--- src/rtl/ihpq_pkg.sv ---
`timescale 1ns / 1ps
// ----------------------------------------------------------------------------
// ihpq_pkg
// Shared constants and codes for the indexed heap priority queue.
// ----------------------------------------------------------------------------
package ihpq_pkg;

  localparam int CAPACITY = 64;
  localparam int HW       = 6;   // handle and slot index width
  localparam int PW       = 32;  // priority width
  localparam int CW       = 7;   // entry count width

  typedef enum logic [1:0] {
    MODE_PUSH   = 2'd0,
    MODE_POP    = 2'd1,
    MODE_DELETE = 2'd2,
    MODE_UPDATE = 2'd3
  } mode_t;

  typedef enum logic [1:0] {
    ST_OK      = 2'd0,
    ST_FULL    = 2'd1,
    ST_EMPTY   = 2'd2,
    ST_UNKNOWN = 2'd3
  } status_t;

endpackage

--- src/rtl/ihpq_ram.sv ---
`timescale 1ns / 1ps
// ----------------------------------------------------------------------------
// ihpq_ram
// Simple dual-port synchronous RAM, one write and one registered read port.
// ----------------------------------------------------------------------------
module ihpq_ram #(
  parameter int AW = 6,
  parameter int DW = 8
) (
  input  logic          clk,
  input  logic          we,
  input  logic [AW-1:0] waddr,
  input  logic [DW-1:0] wdata,
  input  logic [AW-1:0] raddr,
  output logic [DW-1:0] rdata
);

  logic [DW-1:0] mem [2**AW];

  // write and registered read
  always_ff @(posedge clk) begin
    if (we) begin
      mem[waddr] <= wdata;
    end
    rdata <= mem[raddr];
  end

endmodule

--- src/rtl/indexed_heap_priority_queue.sv ---
`timescale 1ns / 1ps
// ----------------------------------------------------------------------------
// indexed_heap_priority_queue
// Binary-heap priority queue of handle-addressed entries kept in block RAM.
// ----------------------------------------------------------------------------
// Usage:
//   Input requests (in_valid / in_stall) carry a mode (push, pop, delete by
//   handle, update priority by handle), a handle and a priority. Each request
//   yields exactly one result on out_* (out_valid / out_stall): a status, the
//   handle allocated or popped, the root entry and the entry count.
//   cfg_wr_en / cfg_wr_data select the ordering (1: smallest on top); write
//   it only while the queue is idle.
//   Flow: a request walks the heap in slot, priority and position RAMs
//   with registered reads; a carry-down level reads both children and then
//   moves the better one up, and a sift-up level reads the parent and its
//   priority before the compare. The next request is taken in the cycle
//   after the result is loaded.
//   One request is in work at a time; in_stall is high while it runs.
//   The result sits in an output register; work stops before writing a new
//   result until the waiting one is taken.
//   Reset empties the queue, refills the free-handle stack (first push gets
//   handle 63) and clears the ordering to largest-on-top. No clearing pass.
// ----------------------------------------------------------------------------
module indexed_heap_priority_queue (
  input  logic                   clk,
  input  logic                   rst_n,
  input  logic                   cfg_wr_en,
  input  logic                   cfg_wr_data,
  input  logic                   in_valid,
  output logic                   in_stall,
  input  logic [1:0]             in_mode,
  input  logic [ihpq_pkg::HW-1:0] in_handle,
  input  logic [ihpq_pkg::PW-1:0] in_priority_req,
  output logic                   out_valid,
  input  logic                   out_stall,
  output logic [1:0]             out_status,
  output logic [ihpq_pkg::HW-1:0] out_result_handle,
  output logic                   out_top_valid,
  output logic [ihpq_pkg::HW-1:0] out_top_handle,
  output logic [ihpq_pkg::PW-1:0] out_top_priority,
  output logic [ihpq_pkg::CW-1:0] out_entry_count
);

  localparam int HW = ihpq_pkg::HW;
  localparam int PW = ihpq_pkg::PW;
  localparam int CW = ihpq_pkg::CW;

  typedef enum logic [4:0] {
    S_IDLE, S_PSH_RD, S_PSH_H, S_POS_RD, S_POS_H, S_RM_VR, S_RM_V, S_RM,
    S_RM_T, S_RM_TP, S_DN, S_DN_L, S_DN_R, S_DN_C, S_DN_1, S_UP, S_UP_H,
    S_UP_P, S_TOP_H, S_TOP_P, S_TOP_D, S_OUT
  } state_t;

  state_t                state_r;
  logic                  min_first_r;
  logic [CW-1:0]         count_r;
  logic [CW-1:0]         ft_r;
  logic [ihpq_pkg::CAPACITY-1:0] live_r;
  logic [ihpq_pkg::CAPACITY-1:0] fwr_r;
  logic [1:0]            mode_r;
  logic [HW-1:0]         hin_r;
  logic [PW-1:0]         pri_r;
  logic [1:0]            status_r;
  logic [HW-1:0]         rh_r;
  logic [HW-1:0]         hh_r;
  logic [PW-1:0]         hp_r;
  logic [HW-1:0]         hole_r;
  logic [HW-1:0]         last_r;
  logic [HW-1:0]         idx_r;
  logic [HW-1:0]         victim_r;
  logic [HW-1:0]         ph_r;
  logic [HW-1:0]         lh_r;
  logic [PW-1:0]         lp_r;
  logic [HW-1:0]         rch_r;
  logic [HW-1:0]         th_r;

  logic                  out_valid_r;
  logic [1:0]            o_status_r;
  logic [HW-1:0]         o_rh_r;
  logic                  o_tv_r;
  logic [HW-1:0]         o_th_r;
  logic [PW-1:0]         o_tp_r;
  logic [CW-1:0]         o_cnt_r;

  // ram ports
  logic          s_we, pos_we, pr_we, f_we;
  logic [HW-1:0] s_wa, s_wd, s_ra, s_rd;
  logic [HW-1:0] pos_wa, pos_wd, pos_ra, pos_rd;
  logic [HW-1:0] pr_wa, pr_ra;
  logic [PW-1:0] pr_wd, pr_rd;
  logic [HW-1:0] f_wa, f_wd, f_ra, f_rd;

  ihpq_ram #(.AW(HW), .DW(HW)) u_slot (
    .clk(clk), .we(s_we), .waddr(s_wa), .wdata(s_wd), .raddr(s_ra), .rdata(s_rd)
  );
  ihpq_ram #(.AW(HW), .DW(HW)) u_pos (
    .clk(clk), .we(pos_we), .waddr(pos_wa), .wdata(pos_wd), .raddr(pos_ra),
    .rdata(pos_rd)
  );
  ihpq_ram #(.AW(HW), .DW(PW)) u_prio (
    .clk(clk), .we(pr_we), .waddr(pr_wa), .wdata(pr_wd), .raddr(pr_ra), .rdata(pr_rd)
  );
  ihpq_ram #(.AW(HW), .DW(HW)) u_free (
    .clk(clk), .we(f_we), .waddr(f_wa), .wdata(f_wd), .raddr(f_ra), .rdata(f_rd)
  );

  function automatic logic better(input logic mf, input logic [PW-1:0] a,
                                  input logic [PW-1:0] b);
    better = mf ? (a < b) : (a > b);
  endfunction

  // heap index arithmetic
  logic [HW-1:0] parent;
  logic [HW+1:0] sc;
  logic [HW+1:0] last_ext;
  logic [HW-1:0] fidx;
  logic [HW-1:0] new_h;
  logic          in_acc;
  logic          pick_left;

  assign parent    = (hole_r - HW'(1)) >> 1;
  assign sc        = {1'b0, hole_r, 1'b0} + (HW+2)'(2);
  assign last_ext  = {2'b00, last_r};
  assign fidx      = ft_r[HW-1:0] - HW'(1);
  assign new_h     = fwr_r[fidx] ? f_rd : fidx;
  assign in_acc    = in_valid && !in_stall;
  assign in_stall  = (state_r != S_IDLE);
  assign pick_left = better(min_first_r, lp_r, pr_rd);

  // memory access per state
  always_comb begin
    s_we = 1'b0; s_wa = hole_r; s_wd = hh_r; s_ra = '0;
    pos_we = 1'b0; pos_wa = hh_r; pos_wd = hole_r; pos_ra = hin_r;
    pr_we = 1'b0; pr_wa = hin_r; pr_wd = pri_r; pr_ra = s_rd;
    f_we = 1'b0; f_wa = ft_r[HW-1:0]; f_wd = victim_r; f_ra = fidx;
    unique case (state_r)
      S_PSH_H: begin
        pr_we = 1'b1; pr_wa = new_h;
      end
      S_POS_H: begin
        pr_we = (mode_r == ihpq_pkg::MODE_UPDATE);
      end
      S_RM: begin
        s_ra = count_r[HW-1:0] - HW'(1);
        f_we = 1'b1;
      end
      S_DN: begin
        s_ra = sc[HW-1:0] - HW'(1);
      end
      S_DN_L: begin
        s_ra = sc[HW-1:0];
      end
      S_DN_C: begin
        s_we = 1'b1; s_wd = pick_left ? lh_r : rch_r;
        pos_we = 1'b1; pos_wa = pick_left ? lh_r : rch_r;
      end
      S_DN_1: begin
        s_we = 1'b1; s_wd = s_rd;
        pos_we = 1'b1; pos_wa = s_rd;
      end
      S_UP: begin
        s_ra = parent;
        if (hole_r == '0) begin
          s_we = 1'b1; pos_we = 1'b1;
        end
      end
      S_UP_P: begin
        s_we = 1'b1; pos_we = 1'b1;
        if (better(min_first_r, hp_r, pr_rd)) begin
          s_wd = ph_r; pos_wa = ph_r;
        end
      end
      default: begin
      end
    endcase
  end

  // sequencer, state and output register
  always_ff @(posedge clk) begin
    if (!rst_n) begin
      state_r     <= S_IDLE;
      min_first_r <= 1'b0;
      count_r     <= '0;
      ft_r        <= CW'(ihpq_pkg::CAPACITY);
      live_r      <= '0;
      fwr_r       <= '0;
      out_valid_r <= 1'b0;
    end else begin
      if (cfg_wr_en) begin
        min_first_r <= cfg_wr_data;
      end
      if (out_valid_r && !out_stall && state_r != S_OUT) begin
        out_valid_r <= 1'b0;
      end
      unique case (state_r)
        S_IDLE: begin
          if (in_acc) begin
            mode_r   <= in_mode;
            hin_r    <= in_handle;
            pri_r    <= in_priority_req;
            rh_r     <= '0;
            if (in_mode == ihpq_pkg::MODE_PUSH) begin
              if (count_r >= CW'(ihpq_pkg::CAPACITY) || ft_r == '0) begin
                status_r <= ihpq_pkg::ST_FULL;
                state_r  <= S_TOP_H;
              end else begin
                status_r <= ihpq_pkg::ST_OK;
                state_r  <= S_PSH_RD;
              end
            end else if (count_r == '0) begin
              status_r <= ihpq_pkg::ST_EMPTY;
              state_r  <= S_TOP_H;
            end else if (in_mode == ihpq_pkg::MODE_POP) begin
              status_r <= ihpq_pkg::ST_OK;
              state_r  <= S_RM_VR;
            end else if (!live_r[in_handle]) begin
              status_r <= ihpq_pkg::ST_UNKNOWN;
              state_r  <= S_TOP_H;
            end else begin
              status_r <= ihpq_pkg::ST_OK;
              state_r  <= S_POS_RD;
            end
          end
        end
        S_PSH_RD: state_r <= S_PSH_H;
        S_PSH_H: begin
          ft_r          <= ft_r - CW'(1);
          live_r[new_h] <= 1'b1;
          hh_r          <= new_h;
          hp_r          <= pri_r;
          rh_r          <= new_h;
          hole_r        <= count_r[HW-1:0];
          count_r       <= count_r + CW'(1);
          state_r       <= S_UP;
        end
        S_POS_RD: state_r <= S_POS_H;
        S_POS_H: begin
          idx_r    <= pos_rd;
          victim_r <= hin_r;
          hh_r     <= hin_r;
          hp_r     <= pri_r;
          hole_r   <= pos_rd;
          last_r   <= count_r[HW-1:0] - HW'(1);
          state_r  <= (mode_r == ihpq_pkg::MODE_UPDATE) ? S_DN : S_RM;
        end
        S_RM_VR: state_r <= S_RM_V;
        S_RM_V: begin
          victim_r <= s_rd;
          rh_r     <= s_rd;
          idx_r    <= '0;
          state_r  <= S_RM;
        end
        S_RM: begin
          // free the victim, then carry the tail in unless it is the tail
          live_r[victim_r]      <= 1'b0;
          fwr_r[ft_r[HW-1:0]]   <= 1'b1;
          ft_r                  <= ft_r + CW'(1);
          count_r               <= count_r - CW'(1);
          last_r                <= count_r[HW-1:0] - HW'(2);
          hole_r                <= idx_r;
          if (count_r > CW'(1) && {1'b0, idx_r} != count_r - CW'(1)) begin
            state_r <= S_RM_T;
          end else begin
            state_r <= S_TOP_H;
          end
        end
        S_RM_T: begin
          hh_r    <= s_rd;
          state_r <= S_RM_TP;
        end
        S_RM_TP: begin
          hp_r    <= pr_rd;
          state_r <= S_DN;
        end
        S_DN: begin
          if (sc <= last_ext) begin
            state_r <= S_DN_L;
          end else if (sc == last_ext + (HW+2)'(1)) begin
            state_r <= S_DN_1;
          end else begin
            state_r <= S_UP;
          end
        end
        S_DN_L: begin
          lh_r    <= s_rd;
          state_r <= S_DN_R;
        end
        S_DN_R: begin
          lp_r    <= pr_rd;
          rch_r   <= s_rd;
          state_r <= S_DN_C;
        end
        S_DN_C: begin
          hole_r  <= pick_left ? (sc[HW-1:0] - HW'(1)) : sc[HW-1:0];
          state_r <= S_DN;
        end
        S_DN_1: begin
          hole_r  <= sc[HW-1:0] - HW'(1);
          state_r <= S_UP;
        end
        S_UP: begin
          state_r <= (hole_r == '0) ? S_TOP_H : S_UP_H;
        end
        S_UP_H: begin
          ph_r    <= s_rd;
          state_r <= S_UP_P;
        end
        S_UP_P: begin
          if (better(min_first_r, hp_r, pr_rd)) begin
            hole_r  <= parent;
            state_r <= S_UP;
          end else begin
            state_r <= S_TOP_H;
          end
        end
        S_TOP_H: state_r <= S_TOP_P;
        S_TOP_P: begin
          th_r    <= s_rd;
          state_r <= S_TOP_D;
        end
        S_TOP_D: begin
          hp_r    <= pr_rd;
          state_r <= S_OUT;
        end
        S_OUT: begin
          if (!out_valid_r || !out_stall) begin
            out_valid_r <= 1'b1;
            o_status_r  <= status_r;
            o_rh_r      <= (mode_r == ihpq_pkg::MODE_DELETE) ? '0 : rh_r;
            o_tv_r      <= (count_r != '0);
            o_th_r      <= (count_r != '0) ? th_r : '0;
            o_tp_r      <= (count_r != '0) ? hp_r : '0;
            o_cnt_r     <= count_r;
            state_r     <= S_IDLE;
          end
        end
        default: state_r <= S_IDLE;
      endcase
    end
  end

  assign out_valid         = out_valid_r;
  assign out_status        = o_status_r;
  assign out_result_handle = o_rh_r;
  assign out_top_valid     = o_tv_r;
  assign out_top_handle    = o_th_r;
  assign out_top_priority  = o_tp_r;
  assign out_entry_count   = o_cnt_r;

  // checks
  a_count_free: assert property (@(posedge clk) disable iff (!rst_n)
    (count_r + ft_r) == CW'(ihpq_pkg::CAPACITY))
    else $error("entry count and free stack out of step");

  a_count_max: assert property (@(posedge clk) disable iff (!rst_n)
    out_valid |-> out_entry_count <= CW'(ihpq_pkg::CAPACITY))
    else $error("entry count beyond capacity");

  a_top_valid: assert property (@(posedge clk) disable iff (!rst_n)
    out_valid |-> (out_top_valid == (out_entry_count != '0)))
    else $error("top valid disagrees with entry count");

endmodule

--- config.mk ---
export PLATFORM = sky130hd
export DESIGN_NAME = indexed_heap_priority_queue
export DESIGN_NICKNAME = d
export VERILOG_FILES = /design/src/rtl/ihpq_pkg.sv /design/src/rtl/ihpq_ram.sv /design/src/rtl/indexed_heap_priority_queue.sv
export SDC_FILE = /design/constraint.sdc
export NUM_CORES = 2
export LEC_CHECK = 0
export ABC_AREA = 1
export BUFFER_PORTS_ARGS = -buffer_cell sky130_fd_sc_hd__buf_2
export CELL_PAD_IN_SITES_DETAIL_PLACEMENT = 1
export CELL_PAD_IN_SITES_GLOBAL_PLACEMENT = 1
export CORE_ASPECT_RATIO = 1.5
export CORE_UTILIZATION = 37
export CTS_CLUSTER_DIAMETER = 150
export DETAILED_ROUTE_END_ITERATION = 6
export PLACE_DENSITY_LB_ADDON = 0.25
export SLEW_MARGIN = 20
export SYNTH_ARGS = -nofsm -noshare
export SYNTH_HDL_FRONTEND = slang
export SYNTH_SLANG_ARGS = --single-unit
--- constraint.sdc ---
create_clock -name clk -period 17 [get_ports clk]
set_clock_uncertainty 0.05 [all_clocks]
set_input_delay 2.55 -clock clk [delete_from_list [all_inputs] [get_ports clk]]
set_output_delay 2.55 -clock clk [all_outputs]
set_load 0.005 [all_outputs]
==> run metrics <==
status completed; antenna violation net count after detailed routing 0; Seq. cell area 106700 sq um; DR vias 97812; Tightest Pin Transition 1324 ps; Final Max Slew Viols 0; Worst EP arrival 7530 ps; core area 391000 sq um; worst-path maximum fanout 68; P_int 16.68 mW; DRT Wirelength 490300 um; Post-synth EDFFs 3420; First DRT Iteration DRCs 8884; row count 281; Fill cells 40650; Leak 52.62 nW; GPL Wtd Cong 0.8939; nets 11834; DR DRC count 0; synthesized cell area 145500 sq um; Die Y 769.9 um; IO Port Bufs 101; Unique masters post-synth 61; Logic pwr share 29.9%; Worst path max stage delay 1050 ps; min cycle time layout 7071 ps; Max clock buf depth 4; Mean Syn Cell Area 12.36 sq um; vias in the first global route 100891; wl on met1 190000 um; Root Driver clkbuf_16; DR WL/cell 28.48 um; Post-Route Setup TNS 0 ps; CTS HTree Levels 5; NetSw 9.851 mW; sequential share of power 40.3%; max_slew headroom 11.74%; area delta synth->final 12.73%; Mapped Cells 11766; most frequent cells in the layout 3420 x edfxtp_1, 2506 x nor2_1, 2080 x o21ai_0; HP Class reg -> reg; Initial DRT Pass Iterations 6; slowest stage cell on the critical path nor2_4; TritonCTS clock tree built; max_cap viols 0; die area 395700 sq um; total CTS buffers 348; Post-CTS Hold Fix Bufs 0; highest routed layer met5; Multi-input gate area 35090 sq um; final-report setup violation count 0; Met3 Routed Length 24960 um; Worst-Skew Late Latency 960 ps; first-pass GRT wire length 704700 um; met2 WL 248200 um; Crit Path Category reg -> reg; layout cells sized above 1 8.794%; register area share after synthesis 73.34%; Mapped Nets 11902; clock-pin slew on the worst setup and hold paths 60 ps; Peak VDD IR 0.1099 mV; Post-synth ARST share 0%; antenna violations before repair 29; die width 513.9 um; I/O pins 102; Synth Warn # 0; pwr dens 161.8 nW/um^2; Tot GR Track Use 24.17%; most frequently used flop master after synthesis edfxtp_1; crit start category flop; Max Freq 0.1414 GHz; commonest non-fill, non-tap cell in the layout edfxtp_1; post-DP HPWL 305300 um; Sw Ratio 37.14%; RSZ-0062 raised after global routing false; gr ovfl total 0; Synth Register Bits 3619; final cycle utilization of the critical path 41.59%; element type at the critical path end flop; post-CTS setup buffers 0; CP Cell Sequence inv_6 -> ha_4 -> inv_2 -> buf_4 -> o21ai_0 -> o211ai_1 -> nand3_1 -> nand3_1 -> nand3_2 -> nand2_4 -> nand2_1 -> nand2_1 -> o21ai_1 -> nor2_1 -> nand2_2 -> nor2_4; final hold slack 382.4 ps; largest net degree at the start of global routing 172; Sink Count 3619; final hold vios 0; post_cts resized 0; power share of the clock group 29.8%; Data required, critical path 17460 ps; Initial Utilization 37.21%; DR vias/cell 5.681
## kinds of logic after synthesis
logic type,Yosys count,share of synthesized area [%]
buffers and inverters,1135,2.991
AO/OA/AOI/OAI,3395,13.10
XOR/XNOR,32,0.2107
AND/OR/NAND/NOR,3495,9.575
flip-flops,3619,73.34
adder cells (fa/ha/maj),90,0.7845
## registers in the layout (all words and copies together), names as in the netlist, 64 cells and up
signal	flops
u_slot.mem	384
u_free.mem	384
fwr_r	64
u_pos.mem	384
u_prio.mem	2048
live_r	64
## per-stage QoR
step	setup WS, ps	power (mW)	instances	cell area [sq um]	utilization, %
final	9929	26.53	17217	164000	41.94
after global routing	9632	27.40	17211	164000	41.94
after CTS	9964	26.62	17190	163500	41.82
after detailed placement	9990	18.75	16564	152200	38.92
after global placement	9972	18.56	16554	151900	38.86
after floorplan	10730	15.10	11766	145500	-
## cell usage after synthesis, drive strengths merged, types with 7 or more instances
cell / count / share of area (%)
o221ai: 122 / 0.73
o21bai: 7 / 0.036
buf: 80 / 0.27
dfxtp: 199 / 2.7
xor2: 25 / 0.17
nor3: 46 / 0.17
nand2: 511 / 1.4
inv: 364 / 0.94
clkbuf: 683 / 1.8
o32ai: 55 / 0.33
nor2: 2595 / 6.8
o21ai: 2091 / 7.2
nor4: 8 / 0.045
o211ai: 87 / 0.45
ha: 88 / 0.76
xnor2: 7 / 0.042
nand3: 291 / 1.0
o22ai: 784 / 3.4
a21oi: 213 / 0.74
edfxtp: 3420 / 71
nand4: 27 / 0.12
nand3b: 7 / 0.036
clkinv: 8 / 0.021
## routing by layer
| layer | GRT usage, % | vias up |
|---|---|---|
| li1 | - | 43106 |
| met3 | 2.953 | 887 |
| met5 | 0 | - |
| met2 | 42.71 | 3098 |
| met4 | 12.09 | 14 |
| met1 | 28.88 | 50707 |
## power by group through the flow
stage / clock, mW / combinational, mW / sequential [mW]
after floorplan: 0 / 4.21 / 10.9
after global placement: 0 / 7.70 / 10.9
after detailed placement: 0 / 7.88 / 10.9
after CTS: 8.04 / 7.91 / 10.7
after global routing: 8.31 / 8.40 / 10.7
final: 7.92 / 7.93 / 10.7
## layout make-up
class / count / share of cell area (%)
Multi-Input combinational cell: 7012 / 21.40
Timing Repair Buffer: 345 / 1.724
Clock inverter: 190 / 1.222
Sequential cell: 3619 / 65.07
Tap cell: 5235 / 3.994
Clock buffer: 436 / 5.701
Antenna cell: 8 / 0.01221
Inverter: 372 / 0.8736
## final timing paths
path,startpoint,end,slack (ps),depth (start not counted)
hold / removal,u_prio.rdata[18]$_DFF_P_,lp_r[18]$_DFFE_PP_,380,0
setup / recovery,ft_r[0]$_SDFFE_PN0P_,u_prio.mem[29][20]$_DFFE_PP_,9930,16
hold reg to reg,u_prio.rdata[18]$_DFF_P_,lp_r[18]$_DFFE_PP_,380,0
setup reg to reg,ft_r[0]$_SDFFE_PN0P_,u_prio.mem[29][20]$_DFFE_PP_,9930,16
## worst max-delay path: cells and delay by family (launching register included)
family,cells,cell delay [ps]
AOI/OAI and AO/OA,3,680
buffers and inverters,3,1570
and+or+nand+nor,9,3110
adders and majority gates,1,510
DFF,1,560
No activity file was read; power rests on OpenSTA's default activity.
